## config.mk

```make
export PLATFORM = sky130hd
export DESIGN_NAME = infix_to_postfix_converter_core
export DESIGN_NICKNAME = d
export VERILOG_FILES = /design/src/hw/rtl/itp_pkg.sv /design/src/hw/rtl/itp_ram.sv /design/src/hw/rtl/infix_to_postfix_converter_core.sv
export VERILOG_INCLUDE_DIRS = /design/src /design/src/hw/rtl
export SDC_FILE = /design/constraint.sdc
export NUM_CORES = 1
export LEC_CHECK = 0
export CORE_MARGIN = 1.5
export CORE_UTILIZATION = 31
export CTS_CLUSTER_DIAMETER = 200
export CTS_CLUSTER_SIZE = 14
export DETAILED_ROUTE_END_ITERATION = 12
export DONT_BUFFER_PORTS = 1
export SLEW_MARGIN = 0
export SYNTH_ARGS = -nofsm -noshare
export SYNTH_HDL_FRONTEND = slang
export SYNTH_SLANG_ARGS = --single-unit
```

## constraint.sdc

```tcl
create_clock -name clock -period 4.5 [get_ports clock]
set_input_delay 1.125 -clock clock [delete_from_list [all_inputs] [get_ports clock]]
set_output_delay 1.125 -clock clock [all_outputs]
set_load 0.005 [all_outputs]
```

## src/hw/rtl/assert_macros.svh

```systemverilog
// Assertion macros shared by the RTL files.
`ifndef ASSERT_MACROS_SVH
`define ASSERT_MACROS_SVH

// Condition must hold at every clock edge outside reset.
`define ASSERT_ALWAYS(label, cond, msg) \
   label: assert property (@(posedge clock) disable iff (reset) (cond)) else $error(msg);

// Consequent must hold in the cycle after the antecedent.
`define ASSERT_NEXT(label, ante, cons, msg) \
   label: assert property (@(posedge clock) disable iff (reset) (ante) |=> (cons)) \
      else $error(msg);

`endif

```

## src/hw/rtl/itp_pkg.sv

```systemverilog
// Shared types, constants and functions of the infix to postfix converter.
package itp_pkg;

   localparam int STACK_DEPTH = 32;
   localparam int CNT_W       = $clog2(STACK_DEPTH + 1);
   localparam int ADDR_W      = $clog2(STACK_DEPTH);
   localparam int CHAR_W      = 8;
   localparam int ERR_W       = 2;
   localparam int PREC_W      = 3;

   localparam logic [CNT_W-1:0] STACK_FULL = CNT_W'(STACK_DEPTH);

   localparam logic [CHAR_W-1:0] CH_UA     = 8'h41;
   localparam logic [CHAR_W-1:0] CH_UZ     = 8'h5A;
   localparam logic [CHAR_W-1:0] CH_LA     = 8'h61;
   localparam logic [CHAR_W-1:0] CH_LZ     = 8'h7A;
   localparam logic [CHAR_W-1:0] CH_OPEN   = 8'h28;
   localparam logic [CHAR_W-1:0] CH_CLOSE  = 8'h29;
   localparam logic [CHAR_W-1:0] CH_CARET  = 8'h5E;
   localparam logic [CHAR_W-1:0] CH_STAR   = 8'h2A;
   localparam logic [CHAR_W-1:0] CH_SLASH  = 8'h2F;
   localparam logic [CHAR_W-1:0] CH_PLUS   = 8'h2B;
   localparam logic [CHAR_W-1:0] CH_MINUS  = 8'h2D;
   localparam logic [CHAR_W-1:0] CH_TERM   = 8'h00;

   localparam logic [ERR_W-1:0] ERR_NONE      = 2'd0;
   localparam logic [ERR_W-1:0] ERR_UNMATCHED = 2'd1;
   localparam logic [ERR_W-1:0] ERR_OVERFLOW  = 2'd2;

   typedef enum logic [2:0] {
      ST_IDLE,
      ST_CLOSE,
      ST_OPER,
      ST_LOAD,
      ST_TAIL,
      ST_FLUSH,
      ST_FINISH
   } state_type;

   // Precedence ranked upward from zero: parentheses lowest.
   function automatic logic [PREC_W-1:0] prec_of(input logic [CHAR_W-1:0] c);
      logic [PREC_W-1:0] p;
      case (c) inside
         CH_CARET:           p = 3'd4;
         CH_STAR, CH_SLASH:  p = 3'd3;
         CH_PLUS, CH_MINUS:  p = 3'd2;
         CH_OPEN, CH_CLOSE:  p = 3'd0;
         default:            p = 3'd1;
      endcase
      return p;
   endfunction

   function automatic logic is_letter(input logic [CHAR_W-1:0] c);
      return ((c >= CH_UA) && (c <= CH_UZ)) || ((c >= CH_LA) && (c <= CH_LZ));
   endfunction

endpackage

```

## src/hw/rtl/itp_ram.sv

```systemverilog
// Generic single-write, single-read RAM with registered read data.
module itp_ram #(
   parameter int WIDTH = 8,
   parameter int DEPTH = 32
) (
   input  logic                     clock,
   input  logic                     wr_en,
   input  logic [$clog2(DEPTH)-1:0] wr_addr,
   input  logic [WIDTH-1:0]         wr_data,
   input  logic [$clog2(DEPTH)-1:0] rd_addr,
   output logic [WIDTH-1:0]         rd_data
);

   logic [WIDTH-1:0] mem_ff [DEPTH];
   logic [WIDTH-1:0] rd_data_ff;

   always_ff @(posedge clock) begin
      if (wr_en) begin
         mem_ff[wr_addr] <= wr_data;
      end
      rd_data_ff <= mem_ff[rd_addr];
   end

   assign rd_data = rd_data_ff;

endmodule

```

## src/hw/rtl/infix_to_postfix_converter_core.sv

```systemverilog
// Shunting-yard infix to postfix converter, top level.
// Takes one infix character per req_ beat and returns its postfix characters as rsp_ beats;
// letters pass at once, operators wait on a 32-entry stack in RAM, and the beat marked last
// flushes the stack and ends with a zero terminator. The block takes one character at a time
// and is ready for the next only in idle; each pop, and the drop of the matching '(', passes
// through a load state, because the stack top is cached in a register and each pop re-reads
// the new top through the RAM's registered read port. For the last character the block also
// flushes every entry and emits the terminator. A low rsp_ready stalls the emitting states.
// rsp_end_of_run marks the last beat caused by a character, and rsp_error_code carries the
// sticky error (1 unmatched close parenthesis, 2 stack overflow) as it stands after that
// character; only reset clears it.
`include "assert_macros.svh"

module infix_to_postfix_converter_core (
   input  logic                         clock,
   input  logic                         reset,
   input  logic                         req_valid,
   output logic                         req_ready,
   input  logic [itp_pkg::CHAR_W-1:0]   req_char_in,
   input  logic                         req_is_last,
   output logic                         rsp_valid,
   input  logic                         rsp_ready,
   output logic [itp_pkg::CHAR_W-1:0]   rsp_char_out,
   output logic                         rsp_end_of_run,
   output logic [itp_pkg::ERR_W-1:0]    rsp_error_code
);

   import itp_pkg::*;

   state_type          state_ff, state_in;
   state_type          ret_ff, ret_in;
   logic [CHAR_W-1:0]  c_ff, c_in;
   logic               last_ff, last_in;
   logic [CNT_W-1:0]   cnt_ff, cnt_in;
   logic [CNT_W-1:0]   paren_ff, paren_in;
   logic [CHAR_W-1:0]  top_ff, top_in;
   logic [ERR_W-1:0]   sticky_ff, sticky_in;
   logic               pend_valid_ff, pend_valid_in;
   logic [CHAR_W-1:0]  pend_char_ff, pend_char_in;
   logic               out_valid_ff, out_valid_in;
   logic [CHAR_W-1:0]  out_char_ff, out_char_in;
   logic               out_end_ff, out_end_in;
   logic [ERR_W-1:0]   out_err_ff, out_err_in;

   logic               ram_we;
   logic [ADDR_W-1:0]  ram_waddr;
   logic [CHAR_W-1:0]  ram_wdata;
   logic [ADDR_W-1:0]  ram_raddr;
   logic [CHAR_W-1:0]  ram_rdata;

   logic               req_accept;
   logic               out_free;
   logic               can_emit;
   logic               pops_op;
   logic               emit_req;
   logic [CHAR_W-1:0]  emit_char;
   logic               emit_fire;
   logic               fin_fire;
   logic               err_open;
   logic               err_close;
   logic               err_oper;

   itp_ram #(
      .WIDTH (CHAR_W),
      .DEPTH (STACK_DEPTH)
   ) u_stack (
      .clock   (clock),
      .wr_en   (ram_we),
      .wr_addr (ram_waddr),
      .wr_data (ram_wdata),
      .rd_addr (ram_raddr),
      .rd_data (ram_rdata)
   );

   assign req_ready  = (state_ff == ST_IDLE);
   assign req_accept = req_valid && req_ready;
   assign out_free   = !out_valid_ff || rsp_ready;
   assign can_emit   = !pend_valid_ff || out_free;
   assign pops_op    = (cnt_ff != '0) && !(prec_of(c_ff) > prec_of(top_ff));

   // Read the entry below the top; it becomes the top after a pop.
   assign ram_raddr  = ADDR_W'(cnt_ff - CNT_W'(2));

   // Errors are settled at accept so every beat of the character carries the final code.
   assign err_open  = (req_char_in == CH_OPEN) && (cnt_ff == STACK_FULL);
   assign err_close = (req_char_in == CH_CLOSE) && (paren_ff == '0);
   assign err_oper  = !is_letter(req_char_in) && (req_char_in != CH_OPEN)
                      && (req_char_in != CH_CLOSE) && (cnt_ff == STACK_FULL)
                      && (prec_of(req_char_in) > prec_of(top_ff));

   // Next state
   always_comb begin
      state_in = state_ff;
      ret_in   = ret_ff;
      unique case (state_ff)
         ST_IDLE: begin
            if (req_accept) begin
               if (is_letter(req_char_in) || (req_char_in == CH_OPEN)) begin
                  state_in = ST_TAIL;
               end else if (req_char_in == CH_CLOSE) begin
                  state_in = ST_CLOSE;
               end else begin
                  state_in = ST_OPER;
               end
            end
         end
         ST_CLOSE: begin
            if (cnt_ff == '0) begin
               state_in = ST_TAIL;
            end else if (top_ff == CH_OPEN) begin
               state_in = ST_LOAD;
               ret_in   = ST_TAIL;
            end else if (can_emit) begin
               state_in = ST_LOAD;
               ret_in   = ST_CLOSE;
            end
         end
         ST_OPER: begin
            if (pops_op) begin
               if (can_emit) begin
                  state_in = ST_LOAD;
                  ret_in   = ST_OPER;
               end
            end else begin
               state_in = ST_TAIL;
            end
         end
         ST_LOAD: state_in = ret_ff;
         ST_TAIL: state_in = last_ff ? ST_FLUSH : ST_FINISH;
         ST_FLUSH: begin
            if (can_emit) begin
               if (cnt_ff != '0) begin
                  state_in = ST_LOAD;
                  ret_in   = ST_FLUSH;
               end else begin
                  state_in = ST_FINISH;
               end
            end
         end
         ST_FINISH: begin
            if (!pend_valid_ff || out_free) begin
               state_in = ST_IDLE;
            end
         end
         default: state_in = ST_IDLE;
      endcase
   end

   // Stack and sequencer datapath
   always_comb begin
      c_in      = c_ff;
      last_in   = last_ff;
      cnt_in    = cnt_ff;
      paren_in  = paren_ff;
      top_in    = top_ff;
      sticky_in = sticky_ff;
      ram_we    = 1'b0;
      ram_waddr = cnt_ff[ADDR_W-1:0];
      ram_wdata = req_char_in;
      emit_req  = 1'b0;
      emit_char = top_ff;
      unique case (state_ff)
         ST_IDLE: begin
            if (req_accept) begin
               c_in    = req_char_in;
               last_in = req_is_last;
               if (sticky_ff == ERR_NONE) begin
                  if (err_close) begin
                     sticky_in = ERR_UNMATCHED;
                  end else if (err_open || err_oper) begin
                     sticky_in = ERR_OVERFLOW;
                  end
               end
               if (is_letter(req_char_in)) begin
                  emit_req  = 1'b1;
                  emit_char = req_char_in;
               end else if ((req_char_in == CH_OPEN) && (cnt_ff != STACK_FULL)) begin
                  ram_we   = 1'b1;
                  top_in   = req_char_in;
                  cnt_in   = cnt_ff + CNT_W'(1);
                  paren_in = paren_ff + CNT_W'(1);
               end
            end
         end
         ST_CLOSE: begin
            if (cnt_ff != '0) begin
               if (top_ff == CH_OPEN) begin
                  cnt_in   = cnt_ff - CNT_W'(1);
                  paren_in = paren_ff - CNT_W'(1);
               end else begin
                  emit_req = 1'b1;
                  if (can_emit) begin
                     cnt_in = cnt_ff - CNT_W'(1);
                  end
               end
            end
         end
         ST_OPER: begin
            if (pops_op) begin
               emit_req = 1'b1;
               if (can_emit) begin
                  cnt_in = cnt_ff - CNT_W'(1);
               end
            end else if (cnt_ff != STACK_FULL) begin
               ram_we    = 1'b1;
               ram_wdata = c_ff;
               top_in    = c_ff;
               cnt_in    = cnt_ff + CNT_W'(1);
            end
         end
         ST_LOAD: top_in = ram_rdata;
         ST_TAIL: begin
         end
         ST_FLUSH: begin
            emit_req = 1'b1;
            if (cnt_ff != '0) begin
               if (can_emit) begin
                  cnt_in = cnt_ff - CNT_W'(1);
                  if (top_ff == CH_OPEN) begin
                     paren_in = paren_ff - CNT_W'(1);
                  end
               end
            end else begin
               emit_char = CH_TERM;
            end
         end
         ST_FINISH: begin
         end
         default: begin
         end
      endcase
   end

   // Hold one result back until the next one, or the end of the character, shows whether it is
   // the last beat.
   assign emit_fire = emit_req && can_emit;
   assign fin_fire  = (state_ff == ST_FINISH) && pend_valid_ff && out_free;

   always_comb begin
      pend_valid_in = pend_valid_ff;
      pend_char_in  = pend_char_ff;
      out_valid_in  = out_valid_ff;
      out_char_in   = out_char_ff;
      out_end_in    = out_end_ff;
      out_err_in    = out_err_ff;
      if (rsp_ready) begin
         out_valid_in = 1'b0;
      end
      if (emit_fire) begin
         pend_valid_in = 1'b1;
         pend_char_in  = emit_char;
         if (pend_valid_ff) begin
            out_valid_in = 1'b1;
            out_char_in  = pend_char_ff;
            out_end_in   = 1'b0;
            out_err_in   = sticky_ff;
         end
      end else if (fin_fire) begin
         pend_valid_in = 1'b0;
         out_valid_in  = 1'b1;
         out_char_in   = pend_char_ff;
         out_end_in    = 1'b1;
         out_err_in    = sticky_ff;
      end
   end

   always_ff @(posedge clock) begin
      if (reset) begin
         state_ff      <= ST_IDLE;
         ret_ff        <= ST_IDLE;
         cnt_ff        <= '0;
         paren_ff      <= '0;
         sticky_ff     <= ERR_NONE;
         pend_valid_ff <= 1'b0;
         out_valid_ff  <= 1'b0;
      end else begin
         state_ff      <= state_in;
         ret_ff        <= ret_in;
         cnt_ff        <= cnt_in;
         paren_ff      <= paren_in;
         sticky_ff     <= sticky_in;
         pend_valid_ff <= pend_valid_in;
         out_valid_ff  <= out_valid_in;
      end
   end

   always_ff @(posedge clock) begin
      c_ff         <= c_in;
      last_ff      <= last_in;
      top_ff       <= top_in;
      pend_char_ff <= pend_char_in;
      out_char_ff  <= out_char_in;
      out_end_ff   <= out_end_in;
      out_err_ff   <= out_err_in;
   end

   assign rsp_valid      = out_valid_ff;
   assign rsp_char_out   = out_char_ff;
   assign rsp_end_of_run = out_end_ff;
   assign rsp_error_code = out_err_ff;

   `ASSERT_ALWAYS(a_cnt_bound, cnt_ff <= STACK_FULL, "stack count beyond depth")
   `ASSERT_ALWAYS(a_paren_bound, paren_ff <= cnt_ff, "open parenthesis count above stack count")
   `ASSERT_ALWAYS(a_idle_no_pend, (state_ff != ST_IDLE) || !pend_valid_ff, "result held in idle")
   `ASSERT_NEXT(a_sticky_hold, sticky_ff != ERR_NONE, $stable(sticky_ff), "sticky error changed")

endmodule
```

==> results.toml, run 1 <==
[clocking]
cts.clk_slew.worst_paths_ps = 70
cts-root-buf = "clkbuf_16"
cts_tree = "built"
ctsHoldBuffers = 0
cts_setup_buffers = 0
cts_resized = 0
numCtsBuffers = 26
cts_buffer_depth = 3
clkLatencyLatePin_ps = 560
htree_levels = 1
cts.sinks = 322

[yosys]
async_flop_share = 0
syn_area_per_cell_sq_um = 17.1
yosys_warnings = 0
syn_nets = 827
synth_top_area_cell = "edfxtp_1"
synthTopCellsByArea = "edfxtp_1 (64%), mux4_2 (13%), dfxtp_1 (4.4%)"
ys_seq_elements = 322
synth_cells = 796
yosysUniqueCellTypes = 72
synth_top_area_share = 0.643
yosysSeqAreaShare = 0.687
ys.flop_type = "edfxtp_1"
synth_edf_count = 292
synth_area_sq_um = 13600

[floorplanning]
ioPinCount = 26
die_w_um = 213
dieArea_sq_um = 45200
core_area_sq_um = 43300
initial_core_util = 0.315
fp-row-count = 76
die_h_um = 213

[global_route]
grt_pass1_wl_mm = 44.6
antenna_found_initial = 0
grt_max_degree = 70
overflow = 0
grt_use_total = 0.131
grt_pass1_vias = 7129

[worst_hold_path]
whs_path_depth = 0
hold_start = "pend_char_ff[4]"
hp-class = "reg2reg"
min_to = "rsp_char_out[4]"

[placed_design]
place_area_sq_um = 14500
pre_cts_ws_ps = 718
place_congestion = 0.844
dp_hpwl_mm = 18.8
port_buffers = 0

[critical_path]
worstPathMaxFanout = 9
r2r_start = "top_ff[7]"
reg2reg_to = "u_stack.mem_ff[28][5]"
crit_required_ps = 4680
path_class = "reg2reg"
cp.arrival_ps = 3720
timing.reg2reg.setup_slack_ps = 960
cp-end-kind = "register"
start_kind = "register"
reg2reg_depth = 11

[timing]
clock.fmax_mhz = 282
relSlewSlack = 0.329
tns_ps = 0
setup_viol = 0
fin_crit_sh = 0.787
slew_viol_final = 0
skew_ps = 27.6
rsz0062_at_grt = "false"
worst_pin_slew_ps = 1010
setup_ws_ps = 960
period_needed_ps = 3540
hold_violations = 0

[route]
antenna_left = 0
num_vias = 7205
viasPerCell = 5.04
totalWireLength_mm = 29.2
wl_per_cell_um = 20.5
first_pass_iters = 5
drtIter0Drc = 719
drc_errors = 0

[cells_and_area]
fin_area_sq_um = 15300
nFillCells = 4055
num-nets-final = 855
drive_above_1_share = 0.213
insertedDiodeCount = 0
syn_to_final_growth_pct = 12.0
regArea_sq_um = 9370
post-route-util = 0.353
multi_input_area_sq_um = 4040

[flow_run]
drv_cap = 0

[power]
vdd_ir_drop_max_v = 0.000347
p_leak_nw = 4.75
powerDensity_nw_per_um2 = 574

[status]
status = "complete, no violations"
## how the worst max path moves through the flow
stage | from | endpoint | depth (start not counted)
6_report | top_ff[7] | u_stack.mem_ff[28][5] | 11
5_1_grt | top_ff[7] | u_stack.mem_ff[29][5] | 12
4_1_cts | top_ff[7] | rsp_char_out[7] | 9
3_5_place_dp | req_char_in[4] | u_stack.mem_ff[29][1] | 6
3_3_place_gp | req_char_in[4] | u_stack.mem_ff[29][1] | 6
2_1_floorplan | req_char_in[1] | top_ff[0] | 6
## critical path: stages, from the launching register on
cell      delay, ps
edfxtp_1        420
nor2b_1         170
nand3_1         150
or2_2           350
ha_1            300
and3b_1         190
o21a_1          270
o211ai_1        120
buf_4           210
o31ai_1         200
nand2_1         180
nor2_1          600
## synth_stat cells (3+ instances only)
cell,count
clkbuf_1,30
nor4b_1,5
a22o_1,5
and2_1,3
or2_2,3
o21ai_0,27
o22ai_1,4
buf_2,5
xnor2_1,5
a21o_1,4
dfxtp_1,30
ha_1,17
mux2_2,18
nand4_1,4
o21a_1,4
nor3_1,10
xor2_1,3
nor2_1,64
a2111oi_0,3
inv_1,14
a211oi_1,4
mux4_2,80
nor2b_1,7
mux2i_1,15
a31oi_1,4
or3_1,7
nand3_1,11
nand2_1,37
a21oi_1,27
edfxtp_1,292
## report_power, final
group          internal, W  switching, W
sequential         0.00377      0.000165
combinational      0.00112       0.00158
clock              0.00110       0.00102
total              0.00599       0.00277
## placed cells by master, fill, tap and decap left out, drive strengths merged, types with 14 or more instances in the layout
cell / synthesis / layout
dfxtp: 30 / 30
mux2: 18 / 18
buf: 9 / 40
inv: 14 / 14
mux2i: 15 / 15
ha: 17 / 17
mux4: 80 / 80
edfxtp: 292 / 292
nor2: 64 / 64
a21oi: 27 / 27
nand2: 37 / 37
clkbuf: 31 / 47
o21ai: 29 / 29
## sequential cells by signal, summed over array words and instances (netlist names), 6 cells and up
| name | count |
|---|---|
| u_stack.rd_data | 8 |
| c_ff | 8 |
| top_ff | 8 |
| cnt_ff | 6 |
| paren_ff | 6 |
| u_stack.mem_ff | 256 |
| pend_char_ff | 8 |
| rsp_char_out | 8 |
## cell families (layout without fill, tap and decap cells)
| group | after synthesis | count (layout) | synth area share |
|---|---|---|---|
| adder cells (fa/ha/maj) | 19 | 19 | 0.0178 |
| buffers and inverters | 54 | 102 | 0.0165 |
| multiplexers | 113 | 113 | 0.158 |
| flip-flops | 322 | 322 | 0.687 |
| AND/OR/NAND/NOR | 170 | 170 | 0.0618 |
| XOR/XNOR | 8 | 8 | 0.00514 |
| AO/OA/AOI/OAI | 110 | 110 | 0.0532 |
## layout make-up
| type | instances | area share |
|---|---|---|
| clock buffers | 47 | 0.0478 |
| clock inverters | 1 | 0.00197 |
| inverters | 14 | 0.00344 |
| multi-input cells | 420 | 0.265 |
| flip-flops and latches | 322 | 0.614 |
| well taps | 585 | 0.0480 |
| repair buffers | 40 | 0.0197 |
## per-stage QoR
stage	cells	hold WS, ps	power (W)
2_1_floorplan	796	400	0.00585
3_3_place_gp	1381	403	0.00669
3_5_place_dp	1381	406	0.00672
4_1_cts	1429	424	0.00884
5_1_grt	1429	432	0.00920
6_report	1429	424	0.00875
## metal layers
metal	wire length (um)	GRT usage	vias up
li1	-	-	3246
met1	13000	0.183	3712
met2	13900	0.211	202
met3	1530	0.0215	45
met4	839	0.0352	0
met5	0	0	-
Note: power is estimated with default switching activity, not from simulation.
==> run 2: changes to the inputs <==
==> constraint.sdc (replaced) <==
create_clock -name clock -period 3.13 [get_ports clock]
set_input_delay 0.7825 -clock clock [delete_from_list [all_inputs] [get_ports clock]]
set_output_delay 0.7825 -clock clock [all_outputs]
set_load 0.005 [all_outputs]
==> results.toml, run 2 (synthesized netlist as in run 1, its figures left out) <==
[clocking]
cts_tree = "built"
ctsHoldBuffers = 0
numCtsBuffers = 26
htree_levels = 1
cts_buffer_depth = 3
cts-root-buf = "clkbuf_16"
clkLatencyLatePin_ps = 560
cts.sinks = 322
cts.clk_slew.worst_paths_ps = 70

[cells_and_area]
syn_to_final_growth_pct = 16.8
num-nets-final = 868
drive_above_1_share = 0.280
post-route-util = 0.368
layout_common_cells = "edfxtp_1 (292), mux4_2 (80), buf_4 (34), nand2_1 (33), nor2_4 (32)"
insertedDiodeCount = 0
top_register = "u_stack.mem_ff"
layout_commonest_cell = "edfxtp_1"
largest_register_ffs = 256

[critical_path]
worst-path-buf-inv = 4
cp_num_cells = 11
cp-end-kind = "register"
critical_path.endpoint = "u_stack.mem_ff[30][1]"
cp_top_family = "multiplexers"
critical_path.max_stage_delay_ps = 450
path_cells = "buf_6 > mux2_2 > and3_4 > ha_1 > and3b_1 > o21a_4 > o211ai_1 > buf_4 > buf_12 > mux2_2 > buf_12"
start_kind = "register"
crit_required_ps = 3400
path_class = "reg2reg"
crit_start = "c_ff[0]"
timing.reg2reg.setup_slack_ps = 100
reg2reg_to = "u_stack.mem_ff[30][1]"
r2r_start = "c_ff[0]"
cp_slowest_cell = "edfxtp_1"
reg2reg_depth = 11
cp.arrival_ps = 3300
worstPathMaxFanout = 32

[timing]
slew_viol_final = 0
hold_ws_ps = 308
clock.fmax_mhz = 330
hold_violations = 0
worst_pin_slew_ps = 1010
relSlewSlack = 0.330
fin_crit_sh = 0.967
setup_viol = 0
period_needed_ps = 3030
skew_ps = 29.7

[worst_hold_path]
hp-class = "in2reg"

[route]
top_layer = "met4"
wl_met1_mm = 13.9
antenna_left = 0
wl_per_cell_um = 21.1
num_vias = 7291
drc_errors = 0
viasPerCell = 5.06
route.met3.wl_mm = 1.70
drtIter0Drc = 579
wl_met2_mm = 14.4
totalWireLength_mm = 30.5
first_pass_iters = 5

[power]
total_power_w = 0.0132
vdd_ir_drop_max_v = 0.000569
p_leak_nw = 4.95
powerDensity_nw_per_um2 = 828

[placed_design]
port_buffers = 0
dp_hpwl_mm = 19.4
place_congestion = 0.849

[floorplanning]
fp-row-count = 76
core_area_sq_um = 43300
initial_core_util = 0.315
die_h_um = 213
ioPinCount = 26
die_w_um = 213
dieArea_sq_um = 45200

[flow_run]
drv_cap = 0

[global_route]
grt_pass1_wl_mm = 46.2
antenna_found_initial = 0
overflow = 0
grt_max_degree = 71
grt_use_total = 0.135
grt_pass1_vias = 7259

[status]
status = "complete, no violations"
-- run 2: cell count changes in the layout (fill, tap and decap cells not counted), moves of 4 or more --
cell     delta
nor2_1     -33
nor2_4     +32
buf_12     +17
buf_4       -6
nand2_1     -4
nand2_4     +4
-- run 2: final cells by class --
| cell class | count | area (sq um) |
|---|---|---|
| Timing Repair Buffer | 53 | 632 |
| Sequential cell | 322 | 9370 |
| Multi-Input combinational cell | 420 | 4370 |
| Clock buffer | 47 | 729 |
| Clock inverter | 1 | 30.0 |
| Inverter | 14 | 52.6 |
| Fill cell | 3976 | 27300 |
| Tap cell | 585 | 732 |
-- run 2: what timing repair did --
action                                  CTS  global route
endpoints found under the hold margin     0             0
resized for setup                         0            10
setup buffers                             0             6
endpoints found under the setup margin    0           535
-- run 2: through the flow --
step                setup TNS (ps)  instances  setup WS, ps  area, sq um
global route                 -3280       1442         -43.2        15900
detailed placement               0       1387          16.3        15000
floorplan                        0        796          15.2        13900
global placement                 0       1387          24.0        15000
CTS                              0       1435          24.5        15800
finish                           0       1442           104        15900
-- run 2: power breakdown --
part           internal, W  leakage (nW)  switching (W)
registers          0.00541          2.88       0.000176
logic              0.00201          1.71        0.00256
clock network      0.00158         0.357        0.00145
total              0.00899          4.95        0.00419
-- run 2: worst min path at each step --
stage	startpoint	endpoint	slack (ps)	cells past startpoint
after floorplan	pend_char_ff[0]	rsp_char_out[0]	400	0
after global placement	pend_char_ff[0]	rsp_char_out[0]	400	0
after detailed placement	pend_char_ff[4]	rsp_char_out[4]	410	0
after CTS	reset	paren_ff[1]	290	1
after global routing	reset	paren_ff[2]	280	1
final	reset	paren_ff[1]	310	1
-- run 2: layer usage --
| metal | global-route usage | vias up |
|---|---|---|
| met1 | 0.196 | 3758 |
| li1 | - | 3283 |
| met4 | 0.0264 | 0 |
| met5 | 0 | - |
| met2 | 0.216 | 212 |
| met3 | 0.0206 | 38 |
==> run 3: changes to the inputs <==
--- a/config.mk
+++ b/config.mk
@@ -7,7 +7,7 @@
 export NUM_CORES = 1
 export LEC_CHECK = 0
 export CORE_MARGIN = 1.5
-export CORE_UTILIZATION = 31
+export CORE_UTILIZATION = 38
 export CTS_CLUSTER_DIAMETER = 200
 export CTS_CLUSTER_SIZE = 14
 export DETAILED_ROUTE_END_ITERATION = 12
==> results.toml, run 3 (synthesized netlist as in run 1, its figures left out) <==
[placed_design]
dp_hpwl_mm = 18.3
pre_cts_ws_ps = 6.69
port_buffers = 0
place_congestion = 0.857
place_area_sq_um = 14900

[critical_path]
worstPathMaxFanout = 8
cp.arrival_ps = 3280
timing.reg2reg.setup_slack_ps = 160
start_kind = "register"
cp-end-kind = "register"
crit_required_ps = 3440
path_class = "reg2reg"

[timing]
clock.fmax_mhz = 337
fin_crit_sh = 0.948
setup_viol = 0
relSlewSlack = 0.328
slew_viol_final = 0
setup_ws_ps = 162
worst_pin_slew_ps = 1010
period_needed_ps = 2970
tns_ps = 0
skew_ps = 19.6
hold_violations = 0

[cells_and_area]
layout_commonest_cell = "edfxtp_1"
largest_register_ffs = 256
top_register = "u_stack.mem_ff"
insertedDiodeCount = 0
syn_to_final_growth_pct = 14.9
layout_common_cells = "edfxtp_1 (292), mux4_2 (80), buf_4 (34), nand2_1 (33), nor2_4 (32)"
num-nets-final = 866
fin_area_sq_um = 15700
post-route-util = 0.442
nFillCells = 3100
drive_above_1_share = 0.281

[global_route]
grt.met2_usage = 0.254
antenna_found_initial = 0
grt.met3_usage = 0.0229
grt_pass1_vias = 7251
grt_pass1_wl_mm = 43.9
grt_max_degree = 71
use_met1 = 0.221
overflow = 0
grt_use_total = 0.155
busiest_layer = "met2"

[floorplanning]
die_h_um = 192
dieArea_sq_um = 37000
initial_core_util = 0.385
die_w_um = 192
ioPinCount = 26
fp-row-count = 69
core_area_sq_um = 35400

[clocking]
ctsHoldBuffers = 0
htree_levels = 1
cts.clk_slew.worst_paths_ps = 80
cts_buffer_depth = 3
cts.sinks = 322
clkLatencyLatePin_ps = 560
cts-root-buf = "clkbuf_16"
cts_tree = "built"
numCtsBuffers = 26

[worst_hold_path]
hp-class = "in2reg"

[route]
first_pass_iters = 5
drtIter0Drc = 441
drc_errors = 0
num_vias = 7029
viasPerCell = 5.39
antenna_left = 0
totalWireLength_mm = 27.9
wl_per_cell_um = 21.4

[status]
status = "complete, no violations"

[power]
p_leak_nw = 4.91
vdd_ir_drop_max_v = 0.000577
powerDensity_nw_per_um2 = 821

[flow_run]
drv_cap = 0
==> run 3: metal layers <==
layer	vias up	wire length, um
met5	-	0
met4	0	518
met3	33	1070
met2	114	13300
met1	3611	13000
li1	3271	-
==> run 3: metrics by stage <==
step | power (W) | hold slack [ps] | instances
after floorplan | 0.00856 | 400 | 796
after global placement | 0.00998 | 404 | 1262
after detailed placement | 0.0100 | 405 | 1262
after CTS | 0.0130 | 265 | 1298
after global routing | 0.0135 | 270 | 1303
final | 0.0129 | 289 | 1303
==> run 3: critical path: stages, from the launching register on <==
cell       delay, ps
edfxtp_1         440
nand4bb_1        190
nor3_1           190
and2_1           170
ha_1             260
a21o_1           210
o21a_1           200
o211ai_1         240
buf_4            160
o31ai_4           70
buf_12           150
nand2_4           60
buf_12           160
nor2_4            60
buf_12           150
==> run 3: final cells by class <==
cell class                 count  area (sq um)  share of cell area
clock buffer                  34           681              0.0435
clock inverter                 1          30.0             0.00192
inverter                      14          52.6             0.00336
multi-input combinational    420          4360               0.278
sequential                   322          9370               0.598
tap                          461           577              0.0368
timing repair buffer          51           587              0.0375
==> run 3: final timing paths <==
| kind | startpoint | cells after the start | endpoint |
|---|---|---|---|
| min reg2reg | pend_char_ff[1] | 0 | rsp_char_out[1] |
| max reg2reg | c_ff[0] | 14 | u_stack.mem_ff[22][7] |
| min | reset | 1 | ret_ff[0] |
| max | c_ff[0] | 14 | u_stack.mem_ff[22][7] |
==> run 3: what timing repair did <==
action	in CTS	in global routing
resized for setup	0	9
setup endpoints to repair	10	537
pin swaps	1	5
buffers inserted	1	5
==> run 3: report_power, final <==
group / internal, W / switching, W
Combinational: 0.00195 / 0.00242
Clock: 0.00151 / 0.00143
Sequential: 0.00541 / 0.000141
